===== src/bmorph_pkg.sv =====
`timescale 1ns / 1ps
// ----------------------------------------------------------------------------
// bmorph_pkg: shared definitions for the 3x3 binary erosion and dilation block
// Register indexes, reset values, field widths, the pixel classifier and the
// structure that carries the static settings to the result evaluator.
// ----------------------------------------------------------------------------
package bmorph_pkg;

	// Default for the widest image line that the line store holds.
	localparam int DEF_MAX_WIDTH = 1024;

	// Fixed field widths.
	localparam int PIX_W       = 8;
	localparam int ROW_W       = 12;
	localparam int OUT_COL_W   = 10;
	localparam int IMG_W_BITS  = 11;
	localparam int IMG_H_BITS  = 13;
	localparam int MASK_W      = 9;
	localparam int LEVEL_W     = 8;
	localparam int CFG_IDX_W   = 3;
	localparam int CFG_DATA_W  = 13;
	localparam int MAX_HEIGHT  = 4096;

	// Each pixel is kept as two flags: bit 0 is "equals 0", bit 1 "equals 255".
	localparam int FLAG_W  = 2;
	localparam int COL_F_W = 3 * FLAG_W;
	localparam int WIN_W   = 3 * COL_F_W;
	localparam int STORE_W = 2 * FLAG_W;
	localparam int GRP_N   = 4;

	// Register indexes on the configuration port.
	localparam logic [CFG_IDX_W-1:0] CFG_IMAGE_WIDTH  = 3'd0;
	localparam logic [CFG_IDX_W-1:0] CFG_IMAGE_HEIGHT = 3'd1;
	localparam logic [CFG_IDX_W-1:0] CFG_STRUCT_MASK  = 3'd2;
	localparam logic [CFG_IDX_W-1:0] CFG_LEVEL_ON     = 3'd3;
	localparam logic [CFG_IDX_W-1:0] CFG_LEVEL_OFF    = 3'd4;

	// Reset values of the registers.
	localparam int                   RST_IMAGE_WIDTH  = 640;
	localparam logic [IMG_H_BITS-1:0] RST_IMAGE_HEIGHT = 13'd480;
	localparam logic [MASK_W-1:0]    RST_STRUCT_MASK  = 9'd186;
	localparam logic [LEVEL_W-1:0]   RST_LEVEL_ON     = 8'd230;
	localparam logic [LEVEL_W-1:0]   RST_LEVEL_OFF    = 8'd25;

	typedef struct packed {
		logic [MASK_W-1:0]  mask;
		logic [LEVEL_W-1:0] level_on;
		logic [LEVEL_W-1:0] level_off;
	} bmorph_levels_t;

	function automatic logic [FLAG_W-1:0] classify(input logic [PIX_W-1:0] p);
		return {p == 8'hFF, p == 8'h00};
	endfunction

endpackage


===== src/bmorph_line_store.sv =====
`timescale 1ns / 1ps
// ----------------------------------------------------------------------------
// bmorph_line_store: flags of the two rows above the current one
// One entry per column holds {lower row flags, upper row flags}. Registered
// read, single write port.
// ----------------------------------------------------------------------------
module bmorph_line_store #(
	parameter int DEPTH = bmorph_pkg::DEF_MAX_WIDTH,
	parameter int AW    = 10
) (
	input  logic                             clk,
	input  logic                             rd_en,
	input  logic [AW-1:0]                    rd_addr,
	output logic [bmorph_pkg::STORE_W-1:0]   rd_data,
	input  logic                             wr_en,
	input  logic [AW-1:0]                    wr_addr,
	input  logic [bmorph_pkg::STORE_W-1:0]   wr_data
);

	logic [bmorph_pkg::STORE_W-1:0] mem [DEPTH];

	always_ff @(posedge clk) begin
		if (wr_en) begin
			mem[wr_addr] <= wr_data;
		end
		if (rd_en) begin
			rd_data <= mem[rd_addr];
		end
	end

endmodule


===== config.mk =====
export PLATFORM = sky130hd
export DESIGN_NAME = bmorph_line_store
export DESIGN_NICKNAME = d
export VERILOG_FILES = /design/src/bmorph_pkg.sv /design/src/bmorph_line_store.sv
export SDC_FILE = /design/constraint.sdc
export NUM_CORES = 2
export LEC_CHECK = 0
export ABC_AREA = 1
export BUFFER_PORTS_ARGS = -buffer_cell sky130_fd_sc_hd__buf_2
export CORE_MARGIN = 4
export CORE_UTILIZATION = 30
export CTS_CLUSTER_DIAMETER = 30
export DETAILED_ROUTE_END_ITERATION = 16
export HOLD_SLACK_MARGIN = 0.15
export PLACE_DENSITY = 0.43
export RECOVER_POWER = 25
export SYNTH_ARGS = -nofsm -noshare
export SYNTH_HDL_FRONTEND = slang
export SYNTH_SLANG_ARGS = --single-unit

===== constraint.sdc =====
create_clock -name clk -period 1.8 [get_ports clk]
set_clock_uncertainty 0.15 [all_clocks]
set_input_delay 0.09 -clock clk [delete_from_list [all_inputs] [get_ports clk]]
set_output_delay 0.09 -clock clk [all_outputs]
set_load 0.005 [all_outputs]

==> results.md <==
* Combinational Power Share at 0.053
* Antenna-violating nets left at 0
* Cells on worst reg2reg path at 12
* H-tree depth at 6
* Reg2reg setup slack at -0.51 ns
* CTS buffer count at 962
* HPWL after DPL at 385 mm
* Core Area at 0.562 mm2
* CP arrival at 2.19 ns
* Footprint of the multi-input gates at 0.0440 mm2
* Dpl cells at 23,200
* Layout area overhead at 37.6%
* Buffers from clock root to sink, at most at 4
* RSZ-0062 raised after global routing: true
* Synth Instances at 14,600
* Worst path slowest cell: edfxtp_1
* Fmax at 411 MHz
* Via count at 121,000
* WL per Instance at 23.7 um
* Leak at 86.1 nW
* Clock Power Share at 0.594
* VDD IR max at 0.994 mV
* Critical R2R Launch: mem[129][1]$_DFFE_PP_
* Yosys cell types at 17
* Worst setup SP type: register
* Rows at 275
* Sw frac at 0.226
* Drt pass-1 iters at 6
* Sequential share of power at 0.354
* Number of antenna violations at the first check in global routing at 47
* Die Ht at 759 um
* Tightest Pin Transition at 1.09 ns
* Max_cap viols at 0
* Global-route wire length before repair at 856 mm
* Syn Nets at 14,600
* Die Wd at 759 um
* Share of layout cells above drive strength 1 at 0.247
* Max-slew violations at 0
* Grt met1 use at 0.285
* Clock root buffer: clkbuf_16
* Outcome: complete, but fails checks
* Boundary pin count at 31
* Setup crit end: rd_data[1]
* Worst skew pair latency at 1.14 ns
* Rel. slew slack at 0.275
* CP top delay family: flip-flops
* CTS tree: built
* Mux share of post-synthesis cell area at 0
* Pwr dens at 1280 mW/mm2
* Remaining DRCs at 0
* Met2 Use GR at 0.320
* Vias per cell at 4.83
* CTS sink cnt at 4,100
* Port Buffers at 30
* Cell count along the critical path at 1
* Post-Synth XOR/XNOR Area at 0
* Clock slew at reported path FFs at 0.04 ns
* Average cell area after synthesis at 11.6 um2
* End of the worst register-to-register path: rd_data[1]$_DFFE_PP_
* Grt total ovfl at 0
* Fin nets at 16,700
* Worst path buffer plus inverter count at 1
* Required @ worst endpoint at 1.56 ns
* Main combinational cell family by area after synthesis: simple AND/OR/NAND/NOR gates
* Post-synthesis simple-gate area fraction at 0.237
* Crit. End Element: primary output
* Fin cells at 25,100
* Dpl ws at -1.60 ns
* CP Max Fanout at 1
* Setup violators final at 3,677
* Slowest stage delay, CP at 0.81 ns
* GP Congestion at 0.823
* Post-Syn Area at 0.169 mm2
* Final core occ at 0.415
* Gr busiest metal: met2
* Fill count at 52,900
* Sequential area share after synthesis at 0.727
* Pint at 231 mW
* Final critical-path required period at 2.43 ns
* Complex-gate fraction of the synthesized area at 0
* Final Hold Fails at 0
* Starting density of the core at 0.301
* Register area at 0.123 mm2
* Psw at 67.5 mW
* Total track usage at 0.199
* Crit Path Category: register to primary output
* M3 GR Usage at 0.0274
* Failing checks: setup timing
* Adder-cell share of the synthesized area at 0
* Post-synthesis register bit count at 4,100
* Cell Chain, Critical Path: buf_2
* Largest net degree at the start of global routing at 87
* Final wirelength at 593 mm
* Fin worst setup slack at -0.632 ns
* Starting DRT DRC Count at 10,100
* Setup TNS at -818.32 ns
* Synth Warn # at 0
* Critical Path Source: rd_data[1]$_DFFE_PP_
* Period utilization at 1.35
* Die area at 0.576 mm2
* Number of global-route vias before repair at 121,000
* Worst Hold Class: input pin to register
[timing repair]
action / 4_1_cts / 5_1_grt
hold buffers: 52 / 6
setup endpoints to repair: 8 / 1078
hold endpoints to repair: 8200 / 1094
pin swaps: 122 / 161
gates resized for setup: 405 / 284
setup buffers: 0 / 2
[final cells by class]
class	instances	share of cell area
antenna	17	0.000183
clock buffer	1077	0.105
clock inverter	742	0.0393
inverter	44	0.000956
multi-input combinational	9335	0.189
sequential	4100	0.528
tap	7479	0.0402
timing repair buffer	2269	0.0967
[flip-flops by register name (all words and copies together), names as in the netlist]
name and count:
rd_data 4, mem 4096
[worst min path at each step]
stage	startpoint	to	depth (start not counted)
2_1_floorplan	wr_data[0]	mem[0][0]$_DFFE_PP_	0
3_3_place_gp	wr_data[1]	mem[68][1]$_DFFE_PP_	1
3_5_place_dp	wr_data[1]	mem[68][1]$_DFFE_PP_	1
4_1_cts	rd_addr[3]	rd_data[3]$_DFFE_PP_	11
5_1_grt	rd_addr[4]	rd_data[0]$_DFFE_PP_	11
6_report	rd_addr[4]	rd_data[0]$_DFFE_PP_	11
[Yosys cell counts (all sizes together)]
cell type	n	area, um2
buf	857	4890
clkbuf	243	912
clkinv	2	7.51
edfxtp	4100	123000
inv	42	163
nand2	4178	15700
nand3	4086	20400
nand4	7	43.8
nor2	1040	3900
nor3	24	120
[kinds of logic (layout without fill, tap and decap cells)]
| logic type | Yosys count | count (layout) |
|---|---|---|
| flops | 4100 | 4100 |
| other cells | 0 | 17 |
| buf+inv | 1144 | 4132 |
| simple gates | 9335 | 9335 |
[power by group through the flow]
stage | combinational, mW | clock, mW | sequential, mW
final | 15.7 | 177 | 105
after global routing | 16.9 | 185 | 105
after CTS | 15.6 | 180 | 105
after detailed placement | 14.8 | 0 | 107
after global placement | 14.8 | 0 | 107
after floorplan | 6.67 | 0 | 107
[cell usage in the layout (no fill, tap or decap), drive strengths merged]
master / n
inv: 77
nor3: 24
buf: 2196
dlymetal6s4s: 2
clkinv: 462
diode: 17
nand3: 4086
bufinv: 158
dlygate4sd3: 45
clkbuf: 1103
nand2: 4178
edfxtp: 4100
nor2: 1040
clkinvlp: 89
nand4: 7
[stage by stage]
| step | total power [mW] | cell area, um2 | hold slack [ns] |
|---|---|---|---|
| final | 298 | 233000 | 0.189 |
| after global routing | 307 | 233000 | 0.157 |
| after CTS | 301 | 232000 | 0.151 |
| after detailed placement | 122 | 195000 | 0.350 |
| after global placement | 122 | 195000 | 0.350 |
| after floorplan | 114 | 170000 | 0.0389 |
[per-layer routing]
| metal | wire [um] | vias to the layer above |
|---|---|---|
| li1 | - | 56400 |
| met5 | 39 | - |
| met2 | 274000 | 3598 |
| met4 | 13700 | 6 |
| met1 | 272000 | 60400 |
| met3 | 33200 | 782 |
Power figures use the tool's default switching activity.
