`config.mk`:
```
export PLATFORM = sky130hd
export DESIGN_NAME = bmorph_cfg_regs
export DESIGN_NICKNAME = d
export VERILOG_FILES = /design/src/bmorph_pkg.sv /design/src/bmorph_cfg_regs.sv
export SDC_FILE = /design/constraint.sdc
export NUM_CORES = 1
export LEC_CHECK = 0
export BUFFER_PORTS_ARGS = -buffer_cell sky130_fd_sc_hd__buf_2
export CORE_ASPECT_RATIO = 1.2
export CORE_MARGIN = 4
export CORE_UTILIZATION = 43
export CTS_CLUSTER_DIAMETER = 80
export DETAILED_ROUTE_END_ITERATION = 10
export PLACE_DENSITY = 0.72
export SYNTH_ARGS = -nofsm -noshare
export SYNTH_HDL_FRONTEND = slang
export SYNTH_SLANG_ARGS = --single-unit
export TNS_END_PERCENT = 30
```
`constraint.sdc`:
```
create_clock -name clk -period 0.8 [get_ports clk]
set_input_delay 0.04 -clock clk [delete_from_list [all_inputs] [get_ports clk]]
set_output_delay 0.04 -clock clk [all_outputs]
set_load 0.01 [all_outputs]
```
`src/bmorph_pkg.sv`:
```
`timescale 1ns / 1ps
// ----------------------------------------------------------------------------
// bmorph_pkg: shared definitions for the 3x3 binary erosion and dilation block
// Register indexes, reset values, field widths, the pixel classifier and the
// structure that carries the static settings to the result evaluator.
// ----------------------------------------------------------------------------
package bmorph_pkg;

	// Default for the widest image line that the line store holds.
	localparam int DEF_MAX_WIDTH = 1024;

	// Fixed field widths.
	localparam int PIX_W       = 8;
	localparam int ROW_W       = 12;
	localparam int OUT_COL_W   = 10;
	localparam int IMG_W_BITS  = 11;
	localparam int IMG_H_BITS  = 13;
	localparam int MASK_W      = 9;
	localparam int LEVEL_W     = 8;
	localparam int CFG_IDX_W   = 3;
	localparam int CFG_DATA_W  = 13;
	localparam int MAX_HEIGHT  = 4096;

	// Each pixel is kept as two flags: bit 0 is "equals 0", bit 1 "equals 255".
	localparam int FLAG_W  = 2;
	localparam int COL_F_W = 3 * FLAG_W;
	localparam int WIN_W   = 3 * COL_F_W;
	localparam int STORE_W = 2 * FLAG_W;
	localparam int GRP_N   = 4;

	// Register indexes on the configuration port.
	localparam logic [CFG_IDX_W-1:0] CFG_IMAGE_WIDTH  = 3'd0;
	localparam logic [CFG_IDX_W-1:0] CFG_IMAGE_HEIGHT = 3'd1;
	localparam logic [CFG_IDX_W-1:0] CFG_STRUCT_MASK  = 3'd2;
	localparam logic [CFG_IDX_W-1:0] CFG_LEVEL_ON     = 3'd3;
	localparam logic [CFG_IDX_W-1:0] CFG_LEVEL_OFF    = 3'd4;

	// Reset values of the registers.
	localparam int                   RST_IMAGE_WIDTH  = 640;
	localparam logic [IMG_H_BITS-1:0] RST_IMAGE_HEIGHT = 13'd480;
	localparam logic [MASK_W-1:0]    RST_STRUCT_MASK  = 9'd186;
	localparam logic [LEVEL_W-1:0]   RST_LEVEL_ON     = 8'd230;
	localparam logic [LEVEL_W-1:0]   RST_LEVEL_OFF    = 8'd25;

	typedef struct packed {
		logic [MASK_W-1:0]  mask;
		logic [LEVEL_W-1:0] level_on;
		logic [LEVEL_W-1:0] level_off;
	} bmorph_levels_t;

	function automatic logic [FLAG_W-1:0] classify(input logic [PIX_W-1:0] p);
		return {p == 8'hFF, p == 8'h00};
	endfunction

endpackage

```
`src/bmorph_cfg_regs.sv`:
```
`timescale 1ns / 1ps
// ----------------------------------------------------------------------------
// bmorph_cfg_regs: configuration registers
// Holds the image size, already clamped to its legal range, the structuring
// element and the two output levels.
// ----------------------------------------------------------------------------
module bmorph_cfg_regs #(
	parameter int MAX_WIDTH = bmorph_pkg::DEF_MAX_WIDTH,
	parameter int WW        = 11
) (
	input  logic                                clk,
	input  logic                                arst_n,
	input  logic                                wr_en,
	input  logic [bmorph_pkg::CFG_IDX_W-1:0]    wr_index,
	input  logic [bmorph_pkg::CFG_DATA_W-1:0]   wr_data,
	output logic [WW-1:0]                       img_w,
	output logic [bmorph_pkg::IMG_H_BITS-1:0]   img_h,
	output bmorph_pkg::bmorph_levels_t          levels
);

	localparam logic [WW-1:0] MAXW  = WW'(MAX_WIDTH);
	localparam int            RST_W = (bmorph_pkg::RST_IMAGE_WIDTH > MAX_WIDTH) ?
		MAX_WIDTH : bmorph_pkg::RST_IMAGE_WIDTH;
	localparam logic [bmorph_pkg::IMG_H_BITS-1:0] MAXH =
		bmorph_pkg::IMG_H_BITS'(bmorph_pkg::MAX_HEIGHT);

	logic [WW-1:0]                     raw_w;
	logic [WW-1:0]                     clamp_w;
	logic [bmorph_pkg::IMG_H_BITS-1:0] raw_h;
	logic [bmorph_pkg::IMG_H_BITS-1:0] clamp_h;

	// Sizes are clamped once, at the write, so the datapath sees legal values.
	always_comb begin
		raw_w = WW'(wr_data[bmorph_pkg::IMG_W_BITS-1:0]);
		raw_h = wr_data[bmorph_pkg::IMG_H_BITS-1:0];
		if (raw_w < WW'(2)) begin
			clamp_w = WW'(2);
		end else if (raw_w > MAXW) begin
			clamp_w = MAXW;
		end else begin
			clamp_w = raw_w;
		end
		if (raw_h < 13'd2) begin
			clamp_h = 13'd2;
		end else if (raw_h > MAXH) begin
			clamp_h = MAXH;
		end else begin
			clamp_h = raw_h;
		end
	end

	always_ff @(posedge clk or negedge arst_n) begin
		if (!arst_n) begin
			img_w            <= WW'(RST_W);
			img_h            <= bmorph_pkg::RST_IMAGE_HEIGHT;
			levels.mask      <= bmorph_pkg::RST_STRUCT_MASK;
			levels.level_on  <= bmorph_pkg::RST_LEVEL_ON;
			levels.level_off <= bmorph_pkg::RST_LEVEL_OFF;
		end else if (wr_en) begin
			case (wr_index)
				bmorph_pkg::CFG_IMAGE_WIDTH: begin
					img_w <= clamp_w;
				end
				bmorph_pkg::CFG_IMAGE_HEIGHT: begin
					img_h <= clamp_h;
				end
				bmorph_pkg::CFG_STRUCT_MASK: begin
					levels.mask <= wr_data[bmorph_pkg::MASK_W-1:0];
				end
				bmorph_pkg::CFG_LEVEL_ON: begin
					levels.level_on <= wr_data[bmorph_pkg::LEVEL_W-1:0];
				end
				bmorph_pkg::CFG_LEVEL_OFF: begin
					levels.level_off <= wr_data[bmorph_pkg::LEVEL_W-1:0];
				end
				default: begin
				end
			endcase
		end
	end

endmodule

```
==> metrics.log, run 1 <==
[metrics] GPL Wtd Cong: ~0.7
[metrics] mean instance size in the synthesized netlist: 12.4 sq um
[metrics] worst reg2reg startpoint: img_h[6]$_DFFE_PN1P_
[metrics] worst skew pair latency: about 0.30 ns
[metrics] minimum period implied by the final worst setup slack: 0.995 ns
[metrics] data arrival time of the critical path: 0.96 ns
[metrics] DRT Pass-1 Iters: 5
[metrics] sequential cell area fraction in the yosys report: between 60 and 70%
[metrics] Diodes inserted: 0
[metrics] FF+latch count, synth: 49
[metrics] CP peak stage delay: 0.56 ns
[metrics] overall via count from detail_route: between 1500 and 2000
[metrics] ratio of routed vias to standard cells: 4.88
[metrics] Wirelength per Cell: roughly 15 microns
[metrics] crit end category: output port
[metrics] Core Rows: 27
[metrics] final worst-path cycle share: 124%
[metrics] CP Buf/Inv Count: 1
[metrics] Horiz. Die Dim: between 70 and 80 microns
[metrics] min-delay worst type: in -> reg
[metrics] placeable core area: 4630 sq um
[metrics] NumNets Final: 280
[metrics] share of the synthesized netlist area taken by xor and xnor gates: 0%
[metrics] Global Route Usage Sum: between 10% and 20%
[metrics] setup violation total in the final timing report: 50
[metrics] H-tree depth: 2
[metrics] number of antenna violations at the first check in global routing: 0
[metrics] slack of the worst reg-to-reg path: -0.01 ns
[metrics] starting DRC count in detailed routing: 56
[metrics] count of cells along the worst hold path: 2
[metrics] number of nets still failing antenna checks after routing: 0
[metrics] clock buffers created by TritonCTS: 5
[metrics] fill count: between 300 and 400
[metrics] Worst path top cell family by delay: flip-flops
[metrics] clk root buf: sky130_fd_sc_hd__clkbuf_8
[metrics] cells along the critical path: buf_6
[metrics] via count of the first global-routing pass: ~1700
[metrics] hpwl dp: between 3000 and 4000 microns
[metrics] violations in the final reports: negative setup slack
[metrics] TritonCTS clock tree: done
[metrics] number of sinks on the clock net: between 40 and 50
[metrics] die height: roughly 84 microns
[metrics] leftover overflow at the end of global routing: 0
[metrics] Synth Net Count: ~190
[metrics] critical register-to-register path endpoint: img_h[6]$_DFFE_PN1P_
[metrics] depth of the worst register-to-register path: 3
[metrics] post-placement setup slack: -0.356 ns
[metrics] basic-gate share of the synthesized area counting and, or, nand and nor cells: roughly 16%
[metrics] clock transition time at the flip-flop clock pins of the worst setup and hold paths: 0.09 ns
[metrics] Die Footprint: ~6000 sq um
[metrics] result of the run: finished with violations
[metrics] fraction of final layout cells sized beyond drive strength 1: 61.8%
[metrics] remaining routing DRC violations: 0
[metrics] launch instance of the worst min-delay path: wr_data[10]
[metrics] post-layout worst setup margin: -0.195 ns
[metrics] Syn. warnings: 0
[metrics] starting density of the core: approximately 45%
[metrics] worst slew pin tran: 0.333 ns
[metrics] portion of netlist area occupied by mux cells: a little over an eighth
[metrics] Worst Hold Endpoint: img_w[0]$_DFFE_PN0P_
[metrics] maximum number of pins on one net before global-route repair: 26
[metrics] Post-Syn Instances: around 170
[metrics] leakage power: ~0.0014 uW
[metrics] Slew HR: just under 80%
[metrics] I/O Buffers: 67
[metrics] highest clock rate: 1000 MHz
[metrics] critical path data required time: roughly 0.76 ns
[metrics] post-synthesis compound-gate area fraction: a little under a tenth
[metrics] Power Dens Cells: ~2300 nW/um^2
[metrics] Area Growth Syn to Fin: 46.7%
[metrics] first-pass GRT wire length: ~8200 microns
[metrics] number of placed I/O pins: roughly 70
[metrics] number of max-capacitance violations reported: 0
[metrics] startpoint kind of the worst setup timing path: register
[metrics] RSZ-0062 raised after global routing: true
[metrics] total negative setup slack: -5.34 ns
[metrics] highest-count cells in the layout ignoring fill and taps: 39 x sky130_fd_sc_hd__buf_2, 34 x sky130_fd_sc_hd__nand2_1, 30 x sky130_fd_sc_hd__dfrtp_1
[metrics] number of pins exceeding their max-slew limit in the final report: 0
[metrics] critical-path cell with the highest stage delay: sky130_fd_sc_hd__dfstp_2
[metrics] maximum ir drop on the vdd rail: about 0.0016 V
[metrics] synthesized cell area: around 2100 sq um
[metrics] combinational family with the most area after synthesis: simple AND/OR/NAND/NOR gates
[metrics] critical path start-end classification: reg -> out
[metrics] Final Hold Fails: 0
[metrics] most frequent standard cell in the layout excluding fill and tap cells: sky130_fd_sc_hd__buf_2
[metrics] adder and majority gate portion of the synthesized area: 0%
[metrics] peak fanout along the critical path: 2
[metrics] skew final: 0 ns
[metrics] total power after layout: around 7100 uW
[metrics] maximum number of buffers from clock root to sink: 2
[metrics] aggregate routed wire length: 4910 microns
[metrics] count of different cell masters after synthesis: 29
## stage by stage
step	hold WS [ns]	instance area, sq um	instances	util, %
global route	0.0139	3050	320	65.8
global placement	-0.0771	2720	310	58.7
detailed placement	-0.0797	2720	310	58.7
floorplan	-0.256	2140	167	-
CTS	-0.0133	3000	320	64.9
finish	0.0118	3050	320	65.8
## report_power, final
group | internal, uW | switching (uW)
clock network | 1020 | 774
logic | 1080 | 814
registers | 3090 | 299
## cells by family (layout without fill, tap and decap cells)
logic type	after synthesis	count (layout)
simple gates	59	59
buf+inv	9	104
compound gates	26	26
mux	24	24
flops	49	49
## routing by layer
metal	global-route usage, %	share of wire [%]	wire (microns)	vias to the layer above
met2	28.3	50	2440	51
met1	21.9	42	2080	741
met3	5.39	6.1	300	9
met4	5.30	1.6	80	0
met5	0	0	0	-
li1	-	-	-	759
## registers in the layout (all words and copies together) (netlist names)
name / cells
img_h: 13
levels: 25
img_w: 11
## layout make-up
cell class	instances	area [sq um]	share of cell area, %
well taps	58	72.6	2.38
inverters	2	7.51	0.246
repair buffers	94	757	24.8
clock inverters	1	30.0	0.986
clock buffers	7	86.3	2.83
flip-flops and latches	49	1250	41.0
multi-input cells	109	843	27.7
## worst max-delay path by stage
stage | cells after the start | slack (ns) | start | end
3_3_place_gp | 5 | -0.32 | wr_data[3] | img_w[6]$_DFFE_PN0P_
6_report | 1 | -0.20 | levels[14]$_DFFE_PN1P_ | levels[14]
3_5_place_dp | 6 | -0.36 | wr_en | levels[24]$_DFFE_PN0P_
2_1_floorplan | 4 | -0.16 | wr_en | levels[16]$_DFFE_PN0P_
5_1_grt | 1 | -0.24 | levels[14]$_DFFE_PN1P_ | levels[14]
4_1_cts | 1 | -0.20 | levels[3]$_DFFE_PN1P_ | levels[3]
## synth_stat cells (all sizes together)
cell    number  area [sq um]
o21ai       13          65.1
nor4b        1          23.8
o31ai        1          12.5
nand2b       8          50.1
nand3b       2          15.0
nand2       37           141
a31oi        1          6.26
inv          2          7.51
nor4         3          40.0
nor2b        1          8.76
o41ai        2          17.5
or2b         2          15.0
clkbuf       4          15.0
a21oi        7          61.3
and3         1          6.26
o31a         1          8.76
mux2        24           270
o311a        1          21.3
dfstp       19           499
dfrtp       30           751
buf          3          17.5
nand3        1          5.00
nor2         3          18.8
## timing repair
item                                   4_1_cts  5_1_grt
setup endpoints to repair                   61       63
setup buffers                                1        0
gates resized for setup                     30       11
pin swaps                                    5        0
hold buffers                                 1        0
endpoints found under the hold margin       34        0
cloned                                       0        0
(Power assumes the default switching activity.)
==> inputs of run 2 (changes only) <==
--- a/config.mk
+++ b/config.mk
@@ -8,10 +8,10 @@
 export BUFFER_PORTS_ARGS = -buffer_cell sky130_fd_sc_hd__buf_2
 export CORE_ASPECT_RATIO = 1.2
 export CORE_MARGIN = 4
-export CORE_UTILIZATION = 43
+export CORE_UTILIZATION = 35
+export CTS_BUF_LIST = sky130_fd_sc_hd__clkbuf_16
 export CTS_CLUSTER_DIAMETER = 80
 export DETAILED_ROUTE_END_ITERATION = 10
-export PLACE_DENSITY = 0.72
 export SYNTH_ARGS = -nofsm -noshare
 export SYNTH_HDL_FRONTEND = slang
 export SYNTH_SLANG_ARGS = --single-unit
==> metrics.log, run 2 (synthesized netlist as in run 1, its figures left out) <==
[metrics] Power Dens Cells: 2440 nW/um^2 (was 2320 nW/um^2)
[metrics] Area Growth Syn to Fin: 53.3% (was 46.7%)
[metrics] number of nets still failing antenna checks after routing: 0 (unchanged)
[metrics] setup violation total in the final timing report: 60 (was 50)
[metrics] hpwl dp: 3710 microns (was 3820 microns)
[metrics] result of the run: finished with violations (unchanged)
[metrics] H-tree depth: 2 (unchanged)
[metrics] register bank with the most flops: levels (unchanged)
[metrics] maximum ir drop on the vdd rail: 0.00127 V (was 0.00160 V)
[metrics] cells along the critical path: buf_6 (unchanged)
[metrics] number of placed I/O pins: 68 (unchanged)
[metrics] CP Buf/Inv Count: 1 (unchanged)
[metrics] starting density of the core: 36.4% (was 44.9%)
[metrics] ratio of routed vias to standard cells: 4.68 (was 4.88)
[metrics] Final Hold Fails: 0 (unchanged)
[metrics] die height: 92.4 microns (was 84.1 microns)
[metrics] most frequent standard cell in the layout excluding fill and tap cells: sky130_fd_sc_hd__buf_2 (unchanged)
[metrics] minimum period implied by the final worst setup slack: 0.988 ns (was 0.995 ns)
[metrics] NumNets Final: 280 (unchanged)
[metrics] flip-flop count of the largest register, all copies and words added: 25 (unchanged)
[metrics] CP peak stage delay: 0.55 ns (was 0.56 ns)
[metrics] remaining routing DRC violations: 0 (unchanged)
[metrics] critical path data required time: 0.76 ns (about the same)
[metrics] clock buffers created by TritonCTS: 5 (unchanged)
[metrics] starting DRC count in detailed routing: 90 (was 56)
[metrics] aggregate routed wire length: 5360 microns (was 4910 microns)
[metrics] fraction of final layout cells sized beyond drive strength 1: 62.2% (was 61.8%)
[metrics] startpoint kind of the worst setup timing path: register (unchanged)
[metrics] highest-count cells in the layout ignoring fill and taps: 42 x sky130_fd_sc_hd__buf_2, 35 x sky130_fd_sc_hd__nand2_1, 30 x sky130_fd_sc_hd__dfrtp_1 (was 39 x sky130_fd_sc_hd__buf_2, 34 x sky130_fd_sc_hd__nand2_1, 30 x sky130_fd_sc_hd__dfrtp_1)
[metrics] TritonCTS clock tree: done (unchanged)
[metrics] first-pass GRT wire length: 8810 microns (was 8230 microns)
[metrics] leftover overflow at the end of global routing: 0 (unchanged)
[metrics] number of antenna violations at the first check in global routing: 0 (unchanged)
[metrics] worst skew pair latency: 0.28 ns (was 0.30 ns)
[metrics] total power after layout: 7760 uW (was 7070 uW)
[metrics] data arrival time of the critical path: 0.95 ns (was 0.96 ns)
[metrics] worst slew pin tran: 0.323 ns (was 0.333 ns)
[metrics] skew final: 0 ns (unchanged)
[metrics] GPL Wtd Cong: 0.787 (was 0.713)
[metrics] via count of the first global-routing pass: 1747 (was 1702)
[metrics] Core Rows: 30 (was 27)
[metrics] leakage power: 0.00149 uW (was 0.00142 uW)
[metrics] Slew HR: 78.3% (was 77.7%)
[metrics] number of sinks on the clock net: 49 (unchanged)
[metrics] critical-path cell with the highest stage delay: sky130_fd_sc_hd__dfstp_2 (unchanged)
[metrics] highest clock rate: 1010 MHz (was 1000 MHz)
[metrics] worst hold margin: 0.0365 ns (was 0.0118 ns)
[metrics] Global Route Usage Sum: 15.6% (was 17.3%)
[metrics] crit end category: output port (unchanged)
[metrics] Die Footprint: 7240 sq um (was 6010 sq um)
[metrics] post-layout worst setup margin: -0.188 ns (was -0.195 ns)
[metrics] violations in the final reports: negative setup slack (unchanged)
[metrics] Horiz. Die Dim: 78.3 microns (was 71.4 microns)
[metrics] RSZ-0062 raised after global routing: true (unchanged)
[metrics] Wirelength per Cell: 15.7 microns (was 15.3 microns)
[metrics] fill count: 509 (was 356)
[metrics] placed instance count: 328 (was 310)
[metrics] Worst path top cell family by delay: flip-flops (unchanged)
[metrics] placeable core area: 5710 sq um (was 4630 sq um)
[metrics] Diodes inserted: 0 (unchanged)
[metrics] clk root buf: sky130_fd_sc_hd__clkbuf_16 (was sky130_fd_sc_hd__clkbuf_8)
[metrics] min-delay worst type: in -> reg (unchanged)
[metrics] maximum number of pins on one net before global-route repair: 50 (was 26)
[metrics] top flop regs: levels (25), img_h (13), img_w (11) (unchanged)
[metrics] I/O Buffers: 67 (unchanged)
[metrics] clock transition time at the flip-flop clock pins of the worst setup and hold paths: 0.07 ns (was 0.09 ns)
[metrics] final worst-path cycle share: 123% (was 124%)
[metrics] peak fanout along the critical path: 2 (unchanged)
[metrics] number of pins exceeding their max-slew limit in the final report: 0 (unchanged)
[metrics] overall via count from detail_route: 1601 (was 1560)
[metrics] number of max-capacitance violations reported: 0 (unchanged)
[metrics] critical path start-end classification: reg -> out (unchanged)
[metrics] maximum number of buffers from clock root to sink: 2 (unchanged)
[metrics] DRT Pass-1 Iters: 4 (was 5)
[metrics] final instance count without filler cells: 342 (was 320)
## run 2: power breakdown
part	leakage, uW	internal [uW]	switching, uW
logic	0.000832	1140	831
clock network	0.0000800	1480	921
registers	0.000576	3090	304
total	0.00149	5710	2060
## run 2: path summary, 6_finish.rpt
check	slack, ns	depth (start not counted)	start	endpoint
worst max-delay path	-0.19	1	levels[20]$_DFFE_PN1P_	levels[20]
worst min-delay path	0.04	3	wr_data[11]	img_h[11]$_DFFE_PN0P_
worst max register to register	-0.01	3	img_h[5]$_DFFE_PN1P_	img_h[5]$_DFFE_PN1P_
worst min register to register	0.46	2	img_w[9]$_DFFE_PN1P_	img_w[9]$_DFFE_PN1P_
max in group asynchronous	0.24	3	arst_n	img_h[8]$_DFFE_PN1P_
min in group asynchronous	0.27	3	arst_n	img_h[0]$_DFFE_PN0P_
## run 2: layout make-up
type	count	area [sq um]	area share (%)
Sequential cell	49	1250	39.3
Tap cell	80	100	3.14
Clock inverter	3	46.3	1.45
Clock buffer	5	125	3.93
Inverter	2	7.51	0.236
Multi-Input combinational cell	109	886	27.8
Timing Repair Buffer	94	769	24.2
## run 2: repair_timing
action	in CTS	in global routing
hold buffers	1	0
pin swaps	2	2
endpoints found under the hold margin	49	0
setup endpoints to repair	68	78
resized for setup	36	16
buffers inserted	2	2
cloned	1	0
## run 2: metal layers
| metal | vias up | wire, microns | GRT usage (%) |
|---|---|---|---|
| met3 | 6 | 220 | 3.11 |
| met2 | 42 | 2860 | 27.5 |
| met5 | - | 0 | 0 |
| met1 | 793 | 2210 | 18.8 |
| met4 | 0 | 71 | 5.25 |
| li1 | 760 | - | - |
## run 2: worst min-delay path, cell delays in order
cell and delay [ns]:
sky130_fd_sc_hd__buf_2 0.13, sky130_fd_sc_hd__nand2b_1 0.07, sky130_fd_sc_hd__o21ai_1 0.05
## run 2: metrics by stage
step / util (%) / area (sq um) / worst slack [ns] / setup TNS (ns)
6_report: 55.8 / 3180 / -0.188 / -4.82
3_3_place_gp: 47.4 / 2700 / -0.370 / -13.38
4_1_cts: 54.8 / 3130 / -0.192 / -5.32
5_1_grt: 55.8 / 3180 / -0.213 / -7.03
2_1_floorplan: - / 2140 / -0.162 / -5.32
3_5_place_dp: 47.4 / 2700 / -0.381 / -13.84
==> inputs of run 3 (changes only) <==
--- a/config.mk
+++ b/config.mk
@@ -7,7 +7,7 @@
 export LEC_CHECK = 0
 export BUFFER_PORTS_ARGS = -buffer_cell sky130_fd_sc_hd__buf_2
 export CORE_ASPECT_RATIO = 1.2
-export CORE_MARGIN = 4
+export CORE_MARGIN = 5
 export CORE_UTILIZATION = 35
 export CTS_BUF_LIST = sky130_fd_sc_hd__clkbuf_16
 export CTS_CLUSTER_DIAMETER = 80
==> metrics.log, run 3 (synthesized netlist as in run 1, its figures left out) <==
[metrics] metal2 WL: 2730 microns (was 2860 microns)
[metrics] maximum number of buffers from clock root to sink: 2 (unchanged)
[metrics] routed length on met1: 2180 microns (was 2210 microns)
[metrics] number of pins exceeding their max-slew limit in the final report: 0 (unchanged)
[metrics] overall via count from detail_route: 1550 (was 1601)
[metrics] total power after layout: 7340 uW (was 7760 uW)
[metrics] GPL Wtd Cong: 0.764 (was 0.787)
[metrics] worst hold margin: 0.0359 ns (was 0.0365 ns)
[metrics] setup violation total in the final timing report: 56 (was 60)
[metrics] result of the run: finished with violations (unchanged)
[metrics] slack of the worst reg-to-reg path: 0 ns (was -0.01 ns)
[metrics] Die Footprint: 7580 sq um (was 7240 sq um)
[metrics] post-placement setup slack: -0.359 ns (was -0.381 ns)
[metrics] area used by multi-input combinational logic: 843 sq um (was 886 sq um)
[metrics] Global Route Usage Sum: 14.6% (was 15.6%)
[metrics] maximum number of pins on one net before global-route repair: 50 (unchanged)
[metrics] number of antenna violations at the first check in global routing: 0 (unchanged)
[metrics] crit end category: output port (unchanged)
[metrics] NumNets Final: 280 (unchanged)
[metrics] remaining routing DRC violations: 0 (unchanged)
[metrics] count of cells along the worst hold path: 2 (was 3)
[metrics] via count of the first global-routing pass: 1653 (was 1747)
[metrics] RSZ-0062 raised after global routing: true (unchanged)
[metrics] fill count: 537 (was 509)
[metrics] worst reg2reg startpoint: img_w[7]$_DFFE_PN1P_ (was img_h[5]$_DFFE_PN1P_)
[metrics] met3 wire length: 244 microns (was 220 microns)
[metrics] highest routing layer actually used: met4 (unchanged)
[metrics] cells along the critical path: buf_6 (unchanged)
[metrics] leakage power: 0.00143 uW (was 0.00149 uW)
[metrics] Area Growth Syn to Fin: 49.7% (was 53.3%)
[metrics] post-layout worst setup margin: -0.175 ns (was -0.188 ns)
[metrics] clock buffers created by TritonCTS: 5 (unchanged)
[metrics] Wirelength per Cell: 15.2 microns (was 15.7 microns)
[metrics] Horiz. Die Dim: 80.3 microns (was 78.3 microns)
[metrics] die height: 94.4 microns (was 92.4 microns)
[metrics] number of nets still failing antenna checks after routing: 0 (unchanged)
[metrics] Slew HR: 78.5% (was 78.3%)
[metrics] Worst Hold Endpoint: img_w[0]$_DFFE_PN0P_ (was img_h[11]$_DFFE_PN0P_)
[metrics] highest-count cells in the layout ignoring fill and taps: 39 x sky130_fd_sc_hd__buf_2, 34 x sky130_fd_sc_hd__nand2_1, 30 x sky130_fd_sc_hd__dfrtp_1 (was 42 x sky130_fd_sc_hd__buf_2, 35 x sky130_fd_sc_hd__nand2_1, 30 x sky130_fd_sc_hd__dfrtp_1)
[metrics] Power Dens Cells: 2360 nW/um^2 (was 2440 nW/um^2)
[metrics] starting density of the core: 36.4% (unchanged)
[metrics] critical path data required time: 0.76 ns (about the same)
[metrics] TritonCTS clock tree: done (unchanged)
[metrics] critical-path cell with the highest stage delay: sky130_fd_sc_hd__dfstp_2 (unchanged)
[metrics] critical register-to-register path endpoint: img_w[7]$_DFFE_PN1P_ (was img_h[5]$_DFFE_PN1P_)
[metrics] leftover overflow at the end of global routing: 0 (unchanged)
[metrics] placeable core area: 5710 sq um (unchanged)
[metrics] first-pass GRT wire length: 8510 microns (was 8810 microns)
[metrics] register bank with the most flops: levels (unchanged)
[metrics] storage element area: 1250 sq um (unchanged)
[metrics] fraction of final layout cells sized beyond drive strength 1: 61.8% (was 62.2%)
[metrics] data arrival time of the critical path: 0.93 ns (was 0.95 ns)
[metrics] highest clock rate: 1030 MHz (was 1010 MHz)
[metrics] launch instance of the worst min-delay path: wr_data[10] (was wr_data[11])
[metrics] Core Rows: 30 (unchanged)
[metrics] min-delay worst type: in -> reg (unchanged)
[metrics] Worst path top cell family by delay: flip-flops (unchanged)
[metrics] worst skew pair latency: 0.28 ns (about the same)
[metrics] starting DRC count in detailed routing: 73 (was 90)
[metrics] clk root buf: sky130_fd_sc_hd__clkbuf_16 (unchanged)
[metrics] critical path start-end classification: reg -> out (unchanged)
[metrics] violations in the final reports: negative setup slack (unchanged)
[metrics] most frequent standard cell in the layout excluding fill and tap cells: sky130_fd_sc_hd__buf_2 (unchanged)
[metrics] peak fanout along the critical path: 2 (unchanged)
[metrics] ratio of routed vias to standard cells: 4.53 (was 4.68)
[metrics] DRT Pass-1 Iters: 4 (unchanged)
[metrics] worst slew pin tran: 0.321 ns (was 0.323 ns)
[metrics] number of max-capacitance violations reported: 0 (unchanged)
[metrics] minimum period implied by the final worst setup slack: 0.975 ns (was 0.988 ns)
[metrics] flip-flop count of the largest register, all copies and words added: 25 (unchanged)
[metrics] hpwl dp: 3880 microns (was 3710 microns)
[metrics] maximum ir drop on the vdd rail: 0.00145 V (was 0.00127 V)
[metrics] top flop regs: levels (25), img_h (13), img_w (11) (unchanged)
[metrics] Final Hold Fails: 0 (unchanged)
[metrics] final worst-path cycle share: 122% (was 123%)
[metrics] Diodes inserted: 0 (unchanged)
[metrics] skew final: 0 ns (unchanged)
[metrics] CP peak stage delay: 0.55 ns (about the same)
[metrics] startpoint kind of the worst setup timing path: register (unchanged)
[metrics] CP Buf/Inv Count: 1 (unchanged)
[metrics] aggregate routed wire length: 5210 microns (was 5360 microns)
[metrics] number of placed I/O pins: 68 (unchanged)
[metrics] I/O Buffers: 67 (unchanged)
[metrics] depth of the worst register-to-register path: 2 (was 3)
[metrics] clock transition time at the flip-flop clock pins of the worst setup and hold paths: 0.07 ns (about the same)
[metrics] H-tree depth: 2 (unchanged)
[metrics] number of sinks on the clock net: 49 (unchanged)
run 3: cell count changes in the layout (fill, tap and decap cells not counted), moves of 3 or more:
cell | before | now
sky130_fd_sc_hd__o21ai_1 | 7 | 4
sky130_fd_sc_hd__mux2_2 | 8 | 18
sky130_fd_sc_hd__mux2_4 | 15 | 5
sky130_fd_sc_hd__buf_2 | 42 | 39
sky130_fd_sc_hd__o21ai_0 | 6 | 9
sky130_fd_sc_hd__buf_4 | 19 | 22
run 3: per-stage QoR:
| step | setup TNS [ns] | area, sq um | util [%] | std cells |
|---|---|---|---|---|
| 2_1_floorplan | -5.32 | 2140 | - | 167 |
| 3_3_place_gp | -12.76 | 2750 | 48.1 | 332 |
| 3_5_place_dp | -13.71 | 2750 | 48.1 | 332 |
| 4_1_cts | -5.05 | 3060 | 53.7 | 341 |
| 5_1_grt | -6.38 | 3110 | 54.5 | 342 |
| 6_report | -4.74 | 3110 | 54.5 | 342 |
run 3: power by group:
| part | switching [uW] | internal, uW |
|---|---|---|
| combinational | 816 | 1090 |
| sequential | 299 | 3090 |
| clock | 896 | 1150 |
| total | 2010 | 5330 |
run 3: worst max-delay path by stage:
stage                             endpoint             startpoint  slack [ns]  depth (start not counted)
floorplan           levels[16]$_DFFE_PN0P_                  wr_en       -0.16                          4
global placement    levels[22]$_DFFE_PN0P_            wr_index[2]       -0.33                          6
CTS                              levels[9]  levels[9]$_DFFE_PN1P_       -0.19                          1
finish                            img_w[7]   img_w[7]$_DFFE_PN1P_       -0.17                          1
detailed placement  levels[24]$_DFFE_PN0P_            wr_index[2]       -0.36                          6
global route                     levels[9]  levels[9]$_DFFE_PN1P_       -0.20                          1
run 3: area by class of cell:
cell class              instances  share of cell area, %
clock buffers                   5                   4.02
clock inverters                 3                  0.604
inverters                       2                  0.241
multi-input cells             109                   27.1
flip-flops and latches         49                   40.2
well taps                      80                   3.22
repair buffers                 94                   24.6
run 3: timing repair:
action	CTS	global route
pin swaps	1	2
setup endpoints to repair	69	70
setup buffers	0	1
hold endpoints to repair	49	0
resized for setup	32	13
hold buffers	1	0
run 3: per-layer routing:
layer | up-vias | GRT usage [%]
met5 | - | 0
met4 | 0 | 5.07
met3 | 5 | 3.34
met2 | 40 | 25.6
met1 | 743 | 17.5
li1 | 762 | -
